--- config.mk ---
export PLATFORM = sky130hd
export DESIGN_NAME = i2c_master_byte_engine_top
export DESIGN_NICKNAME = d
export VERILOG_FILES = /design/src/sv/i2cmbe_pkg.sv /design/src/sv/i2c_master_byte_engine_top.sv
export SDC_FILE = /design/constraint.sdc
export NUM_CORES = 1
export LEC_CHECK = 0
export BUFFER_PORTS_ARGS = -buffer_cell sky130_fd_sc_hd__buf_2
export CAP_MARGIN = 20
export CORE_MARGIN = 3
export CORE_UTILIZATION = 55
export DETAILED_ROUTE_END_ITERATION = 6
export PLACE_DENSITY = 0.74
export SETUP_SLACK_MARGIN = 0.1
export SKIP_LAST_GASP = 1
export SLEW_MARGIN = 5
export SYNTH_ARGS = -nofsm -noshare
export SYNTH_HDL_FRONTEND = slang
export SYNTH_SLANG_ARGS = --single-unit
--- constraint.sdc ---
create_clock -name clk -period 5.8 [get_ports clk]
set_clock_uncertainty 0.1 [all_clocks]
set_input_delay 0 -clock clk [delete_from_list [all_inputs] [get_ports clk]]
set_output_delay 0 -clock clk [all_outputs]
set_load 0.02 [all_outputs]
--- src/sv/i2cmbe_pkg.sv ---
// Shared types and constants for the I2C master byte engine.
// Depends on nothing; used by sv/i2c_master_byte_engine_top.sv.
package i2cmbe_pkg;

  // Field widths.
  localparam int unsigned DelayW   = 16;
  localparam int unsigned TimeoutW = 16;
  localparam int unsigned ByteW    = 8;
  localparam int unsigned BitCntW  = 3;
  localparam int unsigned CfgIdxW  = 8;
  localparam int unsigned CfgDataW = 16;
  localparam int unsigned InDataW  = 16;
  localparam int unsigned InUserW  = 3;
  localparam int unsigned OutDataW = 16;

  // Register reset values.
  localparam logic [DelayW-1:0]   DELAY_TICKS_RESET = 16'd360;
  localparam logic [TimeoutW-1:0] ACK_TIMEOUT_RESET = 16'd250;

  // Last bit position of a byte (bits are counted 0..7).
  localparam logic [BitCntW-1:0] LAST_BIT = 3'd7;

  // Configuration register indexes.
  localparam logic [CfgIdxW-1:0] REG_DELAY_TICKS = 8'd0;
  localparam logic [CfgIdxW-1:0] REG_ACK_TIMEOUT = 8'd1;

  // Command codes.
  typedef enum logic [1:0] {
    FUNC_START = 2'd0,
    FUNC_STOP  = 2'd1,
    FUNC_WRITE = 2'd2,
    FUNC_READ  = 2'd3
  } func_t;

  // Bus phases of the sequencer, one-hot.
  typedef enum logic [17:0] {
    PH_IDLE    = 18'h00001,
    PH_ST1     = 18'h00002,
    PH_ST2     = 18'h00004,
    PH_ST3     = 18'h00008,
    PH_SP1     = 18'h00010,
    PH_SP2     = 18'h00020,
    PH_WB_SET  = 18'h00040,
    PH_WB_HI   = 18'h00080,
    PH_WB_LO   = 18'h00100,
    PH_WA_REL  = 18'h00200,
    PH_WA_HI   = 18'h00400,
    PH_WA_POLL = 18'h00800,
    PH_WA_LO   = 18'h01000,
    PH_RB_LO   = 18'h02000,
    PH_RB_HI   = 18'h04000,
    PH_RK_SET  = 18'h08000,
    PH_RK_HI   = 18'h10000,
    PH_RK_LO   = 18'h20000
  } phase_t;

  // One result word.
  typedef struct packed {
    logic             ack_missing;
    logic [ByteW-1:0] rx_byte;
    logic             done_res;
    logic             busy_res;
    logic             sda_drive;
    logic             sda_out;
    logic             scl_out;
  } result_t;

endpackage

--- src/sv/i2c_master_byte_engine_top.sv ---
// I2C master byte engine: bit-level bus sequencer for start, stop, write and read.
// A result word is registered into the output stage when its input word is accepted.
// Throughput: one input word per cycle while the skid entry is free; the sequencer state advances once per word.
// A two-entry output stage lets one more input word in while a result waits to be taken.
// Reset (rst, synchronous): sequencer idle, SCL and SDA high and driven, registers
// back to delay_ticks 360 and ack_timeout 250, output stage empty.
// Depends on sv/i2cmbe_pkg.sv.
module i2c_master_byte_engine_top (
  input  logic                               clk,
  input  logic                               rst,
  // Input words.
  input  logic                               s_axis_tvalid,
  output logic                               s_axis_tready,
  // [7:0] tx_byte, [8] send_ack, [9] sda_in, [15:10] zero
  input  logic [i2cmbe_pkg::InDataW-1:0]     s_axis_tdata,
  // [0] cmd_valid, [2:1] func
  input  logic [i2cmbe_pkg::InUserW-1:0]     s_axis_tuser,
  // Result words.
  output logic                               m_axis_tvalid,
  input  logic                               m_axis_tready,
  // [0] scl_out, [1] sda_out, [2] sda_drive, [3] busy_res, [4] done_res,
  // [12:5] rx_byte, [13] ack_missing, [15:14] zero
  output logic [i2cmbe_pkg::OutDataW-1:0]    m_axis_tdata,
  // Configuration writes.
  input  logic                               cfg_valid,
  output logic                               cfg_ready,
  input  logic [i2cmbe_pkg::CfgIdxW-1:0]     cfg_index,
  input  logic [i2cmbe_pkg::CfgDataW-1:0]    cfg_data
);

  // Configuration registers.
  logic [i2cmbe_pkg::DelayW-1:0]   delay_ticks;
  logic [i2cmbe_pkg::TimeoutW-1:0] ack_timeout;

  // Sequencer state.
  i2cmbe_pkg::phase_t               phase, phase_next, ph;
  logic [i2cmbe_pkg::BitCntW-1:0]   bit_count, bit_count_next;
  logic [i2cmbe_pkg::ByteW-1:0]     shift_reg, shift_reg_next;
  logic [i2cmbe_pkg::DelayW-1:0]    delay_count, delay_count_next;
  logic [i2cmbe_pkg::TimeoutW-1:0]  poll_count, poll_count_next;
  logic                             ack_choice, ack_choice_next;
  logic                             scl_line, scl_line_next;
  logic                             sda_line, sda_line_next;
  logic                             drv_line, drv_line_next;
  logic                             ack_missing, ack_missing_next;
  logic [i2cmbe_pkg::ByteW-1:0]     rx_hold, rx_hold_next;

  // Output stage: main register and skid entry.
  logic                             out_valid, skid_valid;
  i2cmbe_pkg::result_t              out_data, skid_data, res;

  // Input word fields.
  logic                             cmd_valid, send_ack, sda_in;
  i2cmbe_pkg::func_t                func;
  logic [i2cmbe_pkg::ByteW-1:0]     tx_byte;
  logic                             s_accept, m_accept, busy, done, phase_end;

  assign cmd_valid = s_axis_tuser[0];
  assign func      = i2cmbe_pkg::func_t'(s_axis_tuser[2:1]);
  assign tx_byte   = s_axis_tdata[7:0];
  assign send_ack  = s_axis_tdata[8];
  assign sda_in    = s_axis_tdata[9];

  assign s_axis_tready = !skid_valid;
  assign s_accept      = s_axis_tvalid && s_axis_tready;
  assign m_accept      = out_valid && m_axis_tready;
  assign m_axis_tvalid = out_valid;
  assign m_axis_tdata  = {{(i2cmbe_pkg::OutDataW - $bits(i2cmbe_pkg::result_t)){1'b0}},
                          out_data};
  assign cfg_ready     = 1'b1;

  // Configuration writes; unknown indexes are ignored.
  always_ff @(posedge clk) begin
    if (rst) begin
      delay_ticks <= i2cmbe_pkg::DELAY_TICKS_RESET;
      ack_timeout <= i2cmbe_pkg::ACK_TIMEOUT_RESET;
    end else if (cfg_valid && cfg_ready) begin
      if (cfg_index == i2cmbe_pkg::REG_DELAY_TICKS) begin
        delay_ticks <= cfg_data[i2cmbe_pkg::DelayW-1:0];
      end else if (cfg_index == i2cmbe_pkg::REG_ACK_TIMEOUT) begin
        ack_timeout <= cfg_data[i2cmbe_pkg::TimeoutW-1:0];
      end
    end
  end

  // One sequencer tick per accepted word.
  always_comb begin
    ph               = phase;
    bit_count_next   = bit_count;
    shift_reg_next   = shift_reg;
    delay_count_next = delay_count;
    poll_count_next  = poll_count;
    ack_choice_next  = ack_choice;
    scl_line_next    = scl_line;
    sda_line_next    = sda_line;
    drv_line_next    = drv_line;
    ack_missing_next = ack_missing;
    rx_hold_next     = rx_hold;
    busy             = 1'b0;
    done             = 1'b0;
    phase_end        = 1'b0;

    // An idle engine takes a command; this tick is its first phase tick.
    if (phase == i2cmbe_pkg::PH_IDLE && cmd_valid) begin
      delay_count_next = '0;
      bit_count_next   = '0;
      case (func)
        i2cmbe_pkg::FUNC_START: ph = i2cmbe_pkg::PH_ST1;
        i2cmbe_pkg::FUNC_STOP:  ph = i2cmbe_pkg::PH_SP1;
        i2cmbe_pkg::FUNC_WRITE: begin
          ph               = i2cmbe_pkg::PH_WB_SET;
          shift_reg_next   = tx_byte;
          ack_missing_next = 1'b0;
        end
        default: begin
          ph              = i2cmbe_pkg::PH_RB_LO;
          shift_reg_next  = '0;
          ack_choice_next = send_ack;
        end
      endcase
    end

    phase_next = ph;

    if (ph != i2cmbe_pkg::PH_IDLE) begin
      busy = 1'b1;

      // Line levels for the current phase; SDA holds its value when released.
      unique case (ph) inside
        i2cmbe_pkg::PH_ST1, i2cmbe_pkg::PH_SP2: begin
          scl_line_next = 1'b1; sda_line_next = 1'b1; drv_line_next = 1'b1;
        end
        i2cmbe_pkg::PH_ST2: begin
          scl_line_next = 1'b1; sda_line_next = 1'b0; drv_line_next = 1'b1;
        end
        i2cmbe_pkg::PH_ST3, i2cmbe_pkg::PH_SP1: begin
          scl_line_next = 1'b0; sda_line_next = 1'b0; drv_line_next = 1'b1;
        end
        i2cmbe_pkg::PH_WB_SET: begin
          scl_line_next = 1'b0; sda_line_next = shift_reg_next[7]; drv_line_next = 1'b1;
        end
        i2cmbe_pkg::PH_WB_HI: begin
          scl_line_next = 1'b1; drv_line_next = 1'b1;
        end
        i2cmbe_pkg::PH_WB_LO: begin
          scl_line_next = 1'b0; drv_line_next = 1'b1;
        end
        i2cmbe_pkg::PH_WA_REL, i2cmbe_pkg::PH_WA_LO, i2cmbe_pkg::PH_RB_LO: begin
          scl_line_next = 1'b0; drv_line_next = 1'b0;
        end
        i2cmbe_pkg::PH_WA_HI, i2cmbe_pkg::PH_WA_POLL, i2cmbe_pkg::PH_RB_HI: begin
          scl_line_next = 1'b1; drv_line_next = 1'b0;
        end
        i2cmbe_pkg::PH_RK_SET, i2cmbe_pkg::PH_RK_LO: begin
          scl_line_next = 1'b0; sda_line_next = !ack_choice_next; drv_line_next = 1'b1;
        end
        i2cmbe_pkg::PH_RK_HI: begin
          scl_line_next = 1'b1; sda_line_next = !ack_choice_next; drv_line_next = 1'b1;
        end
        default: begin
        end
      endcase

      if (ph == i2cmbe_pkg::PH_WA_POLL) begin
        // Acknowledge poll: one sample per tick.
        if (!sda_in) begin
          phase_next       = i2cmbe_pkg::PH_WA_LO;
          delay_count_next = '0;
        end else if (poll_count >= ack_timeout) begin
          ack_missing_next = 1'b1;
          phase_next       = i2cmbe_pkg::PH_SP1;
          delay_count_next = '0;
        end else begin
          poll_count_next = poll_count + 1'b1;
        end
      end else begin
        // Read bits are sampled on the first tick of the SCL high phase.
        if (ph == i2cmbe_pkg::PH_RB_HI && delay_count_next == '0) begin
          shift_reg_next = {shift_reg_next[i2cmbe_pkg::ByteW-2:0], sda_in};
        end
        phase_end = ({1'b0, delay_count_next} + 17'd1) >= {1'b0, delay_ticks};
        if (phase_end) begin
          delay_count_next = '0;
          unique case (ph)
            i2cmbe_pkg::PH_ST1:    phase_next = i2cmbe_pkg::PH_ST2;
            i2cmbe_pkg::PH_ST2:    phase_next = i2cmbe_pkg::PH_ST3;
            i2cmbe_pkg::PH_SP1:    phase_next = i2cmbe_pkg::PH_SP2;
            i2cmbe_pkg::PH_WB_SET: phase_next = i2cmbe_pkg::PH_WB_HI;
            i2cmbe_pkg::PH_WB_HI:  phase_next = i2cmbe_pkg::PH_WB_LO;
            i2cmbe_pkg::PH_WB_LO: begin
              if (bit_count_next == i2cmbe_pkg::LAST_BIT) begin
                phase_next = i2cmbe_pkg::PH_WA_REL;
              end else begin
                bit_count_next = bit_count_next + 1'b1;
                shift_reg_next = {shift_reg_next[i2cmbe_pkg::ByteW-2:0], 1'b0};
                phase_next     = i2cmbe_pkg::PH_WB_SET;
              end
            end
            i2cmbe_pkg::PH_WA_REL: phase_next = i2cmbe_pkg::PH_WA_HI;
            i2cmbe_pkg::PH_WA_HI: begin
              phase_next      = i2cmbe_pkg::PH_WA_POLL;
              poll_count_next = '0;
            end
            i2cmbe_pkg::PH_RB_LO:  phase_next = i2cmbe_pkg::PH_RB_HI;
            i2cmbe_pkg::PH_RB_HI: begin
              if (bit_count_next == i2cmbe_pkg::LAST_BIT) begin
                phase_next = i2cmbe_pkg::PH_RK_SET;
              end else begin
                bit_count_next = bit_count_next + 1'b1;
                phase_next     = i2cmbe_pkg::PH_RB_LO;
              end
            end
            i2cmbe_pkg::PH_RK_SET: phase_next = i2cmbe_pkg::PH_RK_HI;
            i2cmbe_pkg::PH_RK_HI:  phase_next = i2cmbe_pkg::PH_RK_LO;
            i2cmbe_pkg::PH_RK_LO: begin
              rx_hold_next = shift_reg_next;
              phase_next   = i2cmbe_pkg::PH_IDLE;
              done         = 1'b1;
            end
            default: begin
              // End of start, end of stop, end of acknowledged write.
              phase_next = i2cmbe_pkg::PH_IDLE;
              done       = 1'b1;
            end
          endcase
        end else begin
          delay_count_next = delay_count_next + 1'b1;
        end
      end
    end

    res.scl_out     = scl_line_next;
    res.sda_out     = sda_line_next;
    res.sda_drive   = drv_line_next;
    res.busy_res    = busy;
    res.done_res    = done;
    res.rx_byte     = rx_hold_next;
    res.ack_missing = ack_missing_next;
  end

  // Sequencer state registers.
  always_ff @(posedge clk) begin
    if (rst) begin
      phase       <= i2cmbe_pkg::PH_IDLE;
      bit_count   <= '0;
      shift_reg   <= '0;
      delay_count <= '0;
      poll_count  <= '0;
      ack_choice  <= 1'b0;
      scl_line    <= 1'b1;
      sda_line    <= 1'b1;
      drv_line    <= 1'b1;
      ack_missing <= 1'b0;
      rx_hold     <= '0;
    end else if (s_accept) begin
      phase       <= phase_next;
      bit_count   <= bit_count_next;
      shift_reg   <= shift_reg_next;
      delay_count <= delay_count_next;
      poll_count  <= poll_count_next;
      ack_choice  <= ack_choice_next;
      scl_line    <= scl_line_next;
      sda_line    <= sda_line_next;
      drv_line    <= drv_line_next;
      ack_missing <= ack_missing_next;
      rx_hold     <= rx_hold_next;
    end
  end

  // Output stage: a result goes to the main register when it is free,
  // otherwise to the skid entry.
  always_ff @(posedge clk) begin
    if (rst) begin
      out_valid  <= 1'b0;
      skid_valid <= 1'b0;
    end else if (m_accept) begin
      if (skid_valid) begin
        out_data   <= skid_data;
        skid_valid <= 1'b0;
      end else if (s_accept) begin
        out_data <= res;
      end else begin
        out_valid <= 1'b0;
      end
    end else if (s_accept) begin
      if (!out_valid) begin
        out_data  <= res;
        out_valid <= 1'b1;
      end else begin
        skid_data  <= res;
        skid_valid <= 1'b1;
      end
    end
  end

  // The skid entry is only used behind a full main register.
  assert property (@(posedge clk) disable iff (rst) skid_valid |-> out_valid)
    else $error("skid entry holds a word while the main register is empty");

  // A word with no command on an idle engine reports an idle bus.
  assert property (@(posedge clk) disable iff (rst)
    (s_accept && phase == i2cmbe_pkg::PH_IDLE && !cmd_valid) |-> (!res.busy_res && !res.done_res))
    else $error("idle engine reported activity");

  // A finished command always returns the engine to idle.
  assert property (@(posedge clk) disable iff (rst)
    (s_accept && res.done_res) |=> (phase == i2cmbe_pkg::PH_IDLE))
    else $error("command finished but engine not idle");

  // During the acknowledge poll SCL is high and SDA is released.
  assert property (@(posedge clk) disable iff (rst)
    (s_accept && phase == i2cmbe_pkg::PH_WA_POLL) |-> (res.scl_out && !res.sda_drive))
    else $error("bus lines wrong during acknowledge poll");

endmodule
Word level (Yosys, flattened, before mapping)
Index checks and enable logic that the tools add are counted.
{"block": "classes", "add_sub_neg": 4, "magnitude_cmp": 2, "n_eq_ne": 28, "n_mux": 67, "bitwise_logic": 3, "n_reduce_logical": 32}
{"operator": "18-bit one-hot mux with 12 select lines", "count": 1}
{"operator": "16-bit two-way mux", "count": 12}
{"operator": "18-bit two-way mux", "count": 6}
{"operator": "8-bit two-way mux", "count": 11}
{"operator": "14-bit two-way mux", "count": 5}
{"operator": "14-bit one-hot mux with 3 select lines", "count": 1}
{"operator": "16-bit by 1-bit adder with 16-bit output, second input constant", "count": 2}
{"operator": "1-bit two-way mux", "count": 20}
{"operator": "18-bit by 1-bit == test with 1-bit output, second input constant", "count": 1}
{"operator": "18-bit by 10-bit == test with 1-bit output, second input constant", "count": 1}
{"operator": "18-bit by 11-bit == test with 1-bit output, second input constant", "count": 1}
{"operator": "18-bit by 12-bit == test with 1-bit output, second input constant", "count": 1}
{"operator": "18-bit by 13-bit == test with 1-bit output, second input constant", "count": 1}
{"operator": "18-bit by 14-bit == test with 1-bit output, second input constant", "count": 1}
{"operator": "18-bit by 15-bit == test with 1-bit output, second input constant", "count": 1}
{"operator": "18-bit by 16-bit == test with 1-bit output, second input constant", "count": 1}
{"operator": "18-bit by 17-bit == test with 1-bit output, second input constant", "count": 1}
{"operator": "18-bit == test, second input constant", "count": 1}
{"operator": "18-bit by 2-bit == test with 1-bit output, second input constant", "count": 1}
{"operator": "18-bit by 3-bit == test with 1-bit output, second input constant", "count": 1}
{"operator": "18-bit by 4-bit == test with 1-bit output, second input constant", "count": 1}
{"operator": "18-bit by 5-bit == test with 1-bit output, second input constant", "count": 1}
{"operator": "18-bit by 6-bit == test with 1-bit output, second input constant", "count": 1}
{"operator": "18-bit by 7-bit == test with 1-bit output, second input constant", "count": 1}
{"operator": "other kinds (36)", "count": 62}
{"block": "word_totals", "register_bits": 136, "output_inout_bits": 19, "wordCells": 165}

Logic depth before layout (Yosys ltp)
Gate-level depths: netlist of run 1.
{"block": "logic_depth", "word_depth": 13, "ltp_mapped": 24, "depth_no_buf": 19}

Worst setup path after synthesis of run 1
OpenSTA, ideal clock, no wires.
{"block": "synth_timing", "path_kind": "register to register", "from": "register phase[17]", "to": "register phase[15]", "setup_ns": 0.062, "arrival_ns": 5.142, "required_time_ns": 5.638, "setup_slack_ns": 0.496, "stages_incl_launch_ff": 23, "path_buffers": 4, "cell_sequence": "dfxtp_1 -> buf_6 -> or4_4 -> buf_6 -> nor4_2 -> nand2_1 -> clkbuf_1 -> and2_1 -> ha_1 -> nand3_1 -> nor2_1 -> and2_1 -> xnor2_1 -> nor2_1 -> ha_1 -> o21ai_0 -> o21ai_0 -> o211ai_1 -> nand2_1 -> clkbuf_1 -> o21ai_1 -> nor3_1 -> a32o_1"}
{"block": "synth_via", "elab_chain_len": 9, "word_cells_on_any_way": 29}
{"item": "from (decl)", "line": "i2c_master_byte_engine_top.sv:36", "rtl": "i2cmbe_pkg::phase_t phase, phase_next, ph;"}
{"item": "from (signal assigned)", "line": "i2c_master_byte_engine_top.sv:244", "rtl": "phase <= i2cmbe_pkg::PH_IDLE;"}
{"item": "from (signal assigned)", "line": "i2c_master_byte_engine_top.sv:256", "rtl": "phase <= phase_next;"}
{"item": "branches (longest 8 deep; another with 16-bit by 1-bit adder with 17-bit output)"}
{"item": "18-bit two-way mux *", "line": "i2c_master_byte_engine_top.sv:125", "rtl": "if (ph != i2cmbe_pkg::PH_IDLE) begin"}
Mark *: on every way between the ends.
A chain may end at the register's enable or synchronous reset.

Final worst setup path of run 1
{"block": "layout_timing", "from": "register phase[17]", "to": "register phase[11]"}
{"block": "layout_via", "elab_chain_len": 8, "word_cells_on_any_way": 26}
{"item": "18-bit by 1-bit == test with 1-bit output", "line": "i2c_master_byte_engine_top.sv:104", "rtl": "if (phase == i2cmbe_pkg::PH_IDLE && cmd_valid) begin"}
{"item": "1-bit logical AND", "line": "i2c_master_byte_engine_top.sv:104"}
{"item": "16-bit two-way mux or 18-bit two-way mux (tied branches)", "line": "i2c_master_byte_engine_top.sv:104"}
{"item": "16-bit by 1-bit adder with 17-bit output (tied with other cells)", "line": "i2c_master_byte_engine_top.sv:181", "rtl": "phase_end = ({1'b0, delay_count_next} + 17'd1) >= {1'b0, delay_ticks};"}
{"item": "17-bit by 16-bit greater-or-equal comparator with 1-bit output or 18-bit one-hot mux with 12 select lines (tied branches)", "line": "i2c_master_byte_engine_top.sv:181, i2c_master_byte_engine_top.sv:184"}
{"item": "18-bit two-way mux", "line": "i2c_master_byte_engine_top.sv:182", "rtl": "if (phase_end) begin"}
{"item": "18-bit two-way mux", "line": "i2c_master_byte_engine_top.sv:164", "rtl": "if (ph == i2cmbe_pkg::PH_WA_POLL) begin"}
{"item": "18-bit two-way mux *", "line": "i2c_master_byte_engine_top.sv:125"}
Every way passes the cells marked *; elsewhere a longest branch is shown, timed or not.

==> metrics.txt, run 1 <==
Largest stage delay, worst path=640 ps; Total Power=2.26 mW; Worst Hold Class=primary input to register; largest net degree at the start of global routing=34; Hold Path Cell Cnt=3; post-route minimum period=5260 ps; Cell Pwr Density=238 mW/mm^2; Synth Cell Area=0.00829 mm^2; GRT Overall Usage=27.6%; Synth area leaders=dfxtp_1 26%, edfxtp_1 10%, mux2i_1 8.1%; post-route ant nets=0; # rows=44; delay-heaviest family, CP=simple AND/OR/NAND/NOR gates; Vias=7456; Die X=129 um; Final nets=1093; worst-case clock buffer depth=2; Synth Register Bits=136; Skew-Pair Late Insertion Delay=430 ps; Max-Cap Viols=0; sw frac=26.7%; sequential fraction of the synthesis area=36.2%; port buffer count=57; post-synth top area cell=dfxtp_1; crit-path cells=or4_4 > nor4_2 > nand2_1 > nand2_1 > inv_1 > ha_1 > nand3_1 > nor2_1 > and4_1 > xnor2_1 > nor2_1 > ha_1 > a211oi_1 > o21ai_0 > o211ai_1 > nand2_1 > nor3_1 > o31a_1 > a22o_1; RSZ-0062 raised after global routing=no; max FFs per register=18; post_cts resized=0; final wirelength=22400 um; max-slew violations=0; Remaining DRCs=0; Netlist cell types=82; Post-synth EDFFs=28; initial drt markers=911; share of power burned in registers=43.8%; most instantiated cells after synthesis=108 x dfxtp_1, 88 x nor2_1, 82 x nand2_1; Max-slew headroom=28.2%; H-Tree Depth=4; post-synthesis async set-or-reset flop share=0%; Pint=1.66 mW; CP max stage cell=or4_4; most used cell, CP=nand2_1; vias in the first global route=6976; Placeable Area=0.0146 mm^2; reg2reg path depth=19; Setup crit end kind=register; share of layout cells above drive strength 1=16.1%; final-report hold violation count=0; Final period util=90.7%; top-area cell type share of the netlist area=26.1%; io pins=67; Clock Sinks=136; grt total ovfl=0; Switch Pwr=0.605 mW; CP Class=register to register; clock slew at reported path FFs=60 ps; cells after synthesis=945; leakage=4.03 nW; drt wl/cell=18.6 um; Yosys warnings=0; CP max FO=10; commonest register cell after synthesis=dfxtp_1; post-route setup TNS=0 ps; antenna violations before repair=0; Pre-antenna DRT Iters=5; stages on the worst setup path=19; syn_area_per_cell=8.77 um^2; Die Area=0.0166 mm^2; clock power share=45.6%; top-count cell post-synth=dfxtp_1; achievable clock frequency=190 MHz; Logic pwr share=10.7%; status=finished clean; Max IR drop VDD=0.225 mV; WP data required=6070 ps; WP data arrival=5530 ps; CTS tree=yes; initial core utilization=56.6%; Fill cells=1237; clock root cell=clkbuf_16; Layout Area Growth over Synthesis=14.6%; Startpoint Class=register; CP Buf/Inv Count=1; total CTS buffers=17; n_diodes=0; worst slew pin tran=1080 ps; Final setup viols=0; Biggest register=phase; first-pass GRT wire length=36300 um; HPWL after detailed placement=16000 um; RD Place Congestion=0.987; routed vias/inst=6.18; Die Ht=129 um
## final timing paths
kind / startpoint / end / slack (ps)
setup / recovery: phase[17]$_SDFFE_PP0P_ / phase[11]$_SDFFE_PP0P_ / 540
hold / removal: cfg_index[0] / delay_ticks[6]$_SDFFE_PP1P_ / 30
setup reg to reg: phase[17]$_SDFFE_PP0P_ / phase[11]$_SDFFE_PP0P_ / 540
hold reg to reg: rx_hold[0]$_SDFFE_PP0P_ / rx_hold[0]$_SDFFE_PP0P_ / 380
## worst register-to-register path: stages (launching register included)
cell	delay (ps)
dfxtp_1	390
or4_4	640
nor4_2	320
nand2_1	270
nand2_1	170
inv_1	70
ha_1	240
nand3_1	150
nor2_1	130
and4_1	230
xnor2_1	130
nor2_1	70
ha_1	170
a211oi_1	210
o21ai_0	110
o211ai_1	150
nand2_1	310
nor3_1	520
o31a_1	580
a22o_1	240
## metal layers
metal / track usage (%) / wire length [um] / share of wire (%) / up-vias
li1: - / - / - / 3619
met1: 38.3 / 10300 / 46 / 3502
met2: 42.0 / 10000 / 45 / 291
met3: 6.56 / 1590 / 7.1 / 44
met4: 10.2 / 529 / 2.4 / 0
met5: 0 / 0 / 0 / -
## area by class of cell
class | instances | area (um^2) | area share, %
clock buffer | 19 | 433 | 4.56
tap | 184 | 230 | 2.42
sequential | 136 | 3000 | 31.6
inverter | 44 | 165 | 1.74
timing repair buffer | 99 | 657 | 6.92
multi-input combinational | 711 | 4890 | 51.5
clock inverter | 13 | 121 | 1.28
## cell usage in the layout, fill, tap and decap left out, types with 21 or more instances in the layout
| cell type | netlist | final |
|---|---|---|
| inv_1 | 44 | 44 |
| edfxtp_1 | 28 | 28 |
| ha_1 | 36 | 36 |
| a21oi_1 | 38 | 38 |
| buf_2 | 7 | 58 |
| nor2_1 | 88 | 87 |
| dfxtp_1 | 108 | 108 |
| nand3_1 | 31 | 31 |
| o21ai_0 | 40 | 40 |
| nor3_1 | 23 | 22 |
| dlygate4sd3_1 | 0 | 21 |
| mux2i_1 | 67 | 67 |
| nand2_1 | 82 | 82 |
## power groups by stage
| stage | sequential (mW) | combinational [mW] | clock [mW] |
|---|---|---|---|
| 6_report | 0.989 | 0.241 | 1.03 |
| 5_1_grt | 0.990 | 0.260 | 1.09 |
| 4_1_cts | 0.989 | 0.234 | 1.04 |
| 3_5_place_dp | 1.01 | 0.222 | 0 |
| 3_3_place_gp | 1.01 | 0.221 | 0 |
| 2_1_floorplan | 1.01 | 0.145 | 0 |
## cells by family after synthesis
kind of cell / after synthesis / share of synthesized area (%)
AO/OA/AOI/OAI: 201 / 17.6
XOR/XNOR: 16 / 1.69
adder cells (fa/ha/maj): 36 / 5.44
buffers and inverters: 99 / 5.13
flip-flops: 136 / 36.2
multiplexers: 84 / 10.4
other: 2 / 0.0906
AND/OR/NAND/NOR: 371 / 23.4
## through the flow
step           setup WS, ps  area [um^2]  util [%]  cells  hold WS [ps]
2_1_floorplan           496         8290         -    946         0.386
3_3_place_gp            503         8720      59.5   1151           134
3_5_place_dp            640         8720      59.6   1152           145
4_1_cts                 616         9490      64.8   1205          6.41
5_1_grt                 140         9500      64.9   1206          29.4
6_report                540         9500      64.9   1206          30.7
## repair_timing
item	4_1_cts	5_1_grt
hold buffers	21	0
buffers inserted	0	0
hold endpoints to repair	41	0
(Power assumes the default switching activity.)
==> run 2: changes to the inputs <==
BUFFER_PORTS_ARGS = unset   (was -buffer_cell sky130_fd_sc_hd__buf_2)
DONT_BUFFER_PORTS = 1   (was unset)
PLACE_DENSITY = 0.7   (was 0.74)
==> run 2 against run 1 <==
Compared with the run above:
- flip-flop and latch count did not move
- highest routed layer unchanged
- routed wire length fell by 1.9%
- setup slack got worse by 140 ps
- non-clock buffer count fell by 50
==> metrics.txt, run 2 (synthesis gave the netlist of run 1 again) <==
share of layout cells above drive strength 1=11.0%; H-Tree Depth=4; Pre-antenna DRT Iters=5; final wirelength=22000 um; worst slew pin tran=1020 ps; Skew-Pair Late Insertion Delay=420 ps; r2r startpoint=phase[17]$_SDFFE_PP0P_; Critical R2R Capture=poll_count[1]$_SDFFE_PP0P_; Setup crit end kind=register; io pins=67; CP Class=register to register; GRT Overall Usage=27.0%; Final setup viols=0; port buffer count=0; post-route ant nets=0; Hold Slack=25.3 ps; final-report hold violation count=0; RD Place Congestion=0.951; Remaining DRCs=0; # rows=44; post-route setup TNS=0 ps; internal reg-to-reg setup slack=400 ps; Fill cells=1249; WP data required=6000 ps; status=finished clean; Die X=129 um; HPWL after detailed placement=15300 um; CTS tree=yes; Hold Path End=m_axis_tdata[7]$_DFFE_PP_; antenna violations before repair=1; most common cell after layout, fill and taps aside=dfxtp_1; max-slew violations=0; largest net degree at the start of global routing=63; Largest stage delay, worst path=630 ps; RSZ-0062 raised after global routing=yes; Die Ht=129 um; Clock Sinks=136; CP max FO=17; Biggest register=phase; Max-slew headroom=31.7%; initial core utilization=56.6%; first-pass GRT wire length=35800 um; Cell Pwr Density=245 mW/mm^2; clock slew at reported path FFs=60 ps; post-route minimum period=5400 ps; Worst Hold Class=primary input to register; crit-path cells=or4_4 > nor4_2 > nand2_1 > and2_1 > ha_1 > nand3_1 > nor2_1 > and2_1 > xnor2_1 > nor2_1 > ha_1 > nand3_1 > a211oi_1 > o211ai_1 > buf_4 > o21ai_2 > buf_4 > o211ai_2 > buf_4 > nand3_1 > a21oi_1 > dlygate4sd3_1; Hold Path Cell Cnt=2; CP Buf/Inv Count=4; Placeable Area=0.0146 mm^2; Vias=7330; Layout Area Growth over Synthesis=12.6%; clock root cell=clkbuf_16; most frequent cells in the layout=108 x dfxtp_1, 88 x nor2_1, 81 x nand2_1, 67 x mux2i_1, 44 x inv_1; leakage=3.84 nW; reg2reg path depth=22; Max IR drop VDD=0.188 mV; worst-case clock buffer depth=2; max FFs per register=18; Final nets=1043; total CTS buffers=17; WP data arrival=5610 ps; hold_sp=m_axis_tready; Die Area=0.0166 mm^2; delay-heaviest family, CP=simple AND/OR/NAND/NOR gates; CP max stage cell=or4_4; Max-Cap Viols=0; drt wl/cell=19.0 um; routed vias/inst=6.34; initial drt markers=723; achievable clock frequency=185 MHz; grt total ovfl=0; vias in the first global route=6816; Startpoint Class=register; Final period util=93.2%
[run 2: per-stage QoR]
stage | power [mW] | cells | util, % | area, um^2 | setup WS, ps
after global placement | 1.20 | 1093 | 57.5 | 8420 | 513
after global routing | 2.36 | 1157 | 63.7 | 9330 | 44.6
after floorplan | 1.16 | 946 | - | 8290 | 496
after detailed placement | 1.20 | 1093 | 57.5 | 8420 | 466
after CTS | 2.29 | 1155 | 63.6 | 9320 | 373
final | 2.29 | 1157 | 63.7 | 9330 | 396
[run 2: timing repair]
action,4_1_cts,5_1_grt
resized for setup,0,2
endpoints found under the setup margin,0,11
hold buffers,30,0
endpoints found under the hold margin,121,0
buffers inserted,0,1
[run 2: metal layers]
metal	global-route usage [%]	wire length, um
met5	0	0
met4	9.26	544
met3	6.19	1570
met2	40.6	9750
met1	38.3	10100
[run 2: worst max path at each step]
stage | startpoint | to | slack, ps | depth (start not counted)
6_report | phase[17]$_SDFFE_PP0P_ | poll_count[1]$_SDFFE_PP0P_ | 400 | 22
3_3_place_gp | phase[17]$_SDFFE_PP0P_ | phase[9]$_SDFFE_PP0P_ | 510 | 18
3_5_place_dp | phase[17]$_SDFFE_PP0P_ | phase[15]$_SDFFE_PP0P_ | 470 | 18
2_1_floorplan | phase[17]$_SDFFE_PP0P_ | phase[15]$_SDFFE_PP0P_ | 500 | 22
5_1_grt | phase[17]$_SDFFE_PP0P_ | poll_count[1]$_SDFFE_PP0P_ | 40 | 22
4_1_cts | phase[17]$_SDFFE_PP0P_ | poll_count[1]$_SDFFE_PP0P_ | 370 | 21
[run 2: cell type report]
| class | count | area (um^2) | area share, % |
|---|---|---|---|
| multi-input combinational | 711 | 4890 | 52.4 |
| clock buffer | 19 | 433 | 4.64 |
| inverter | 44 | 165 | 1.77 |
| clock inverter | 13 | 144 | 1.54 |
| antenna | 1 | 2.50 | 0.0268 |
| sequential | 136 | 3000 | 32.2 |
| tap | 184 | 230 | 2.47 |
| timing repair buffer | 49 | 460 | 4.93 |
[run 2: report_power, final]
group	switching (mW)	total (mW)	internal, mW
Clock	0.437	1.08	0.639
Sequential	0.0156	0.996	0.980
Combinational	0.144	0.217	0.0729
Total	0.597	2.29	1.69
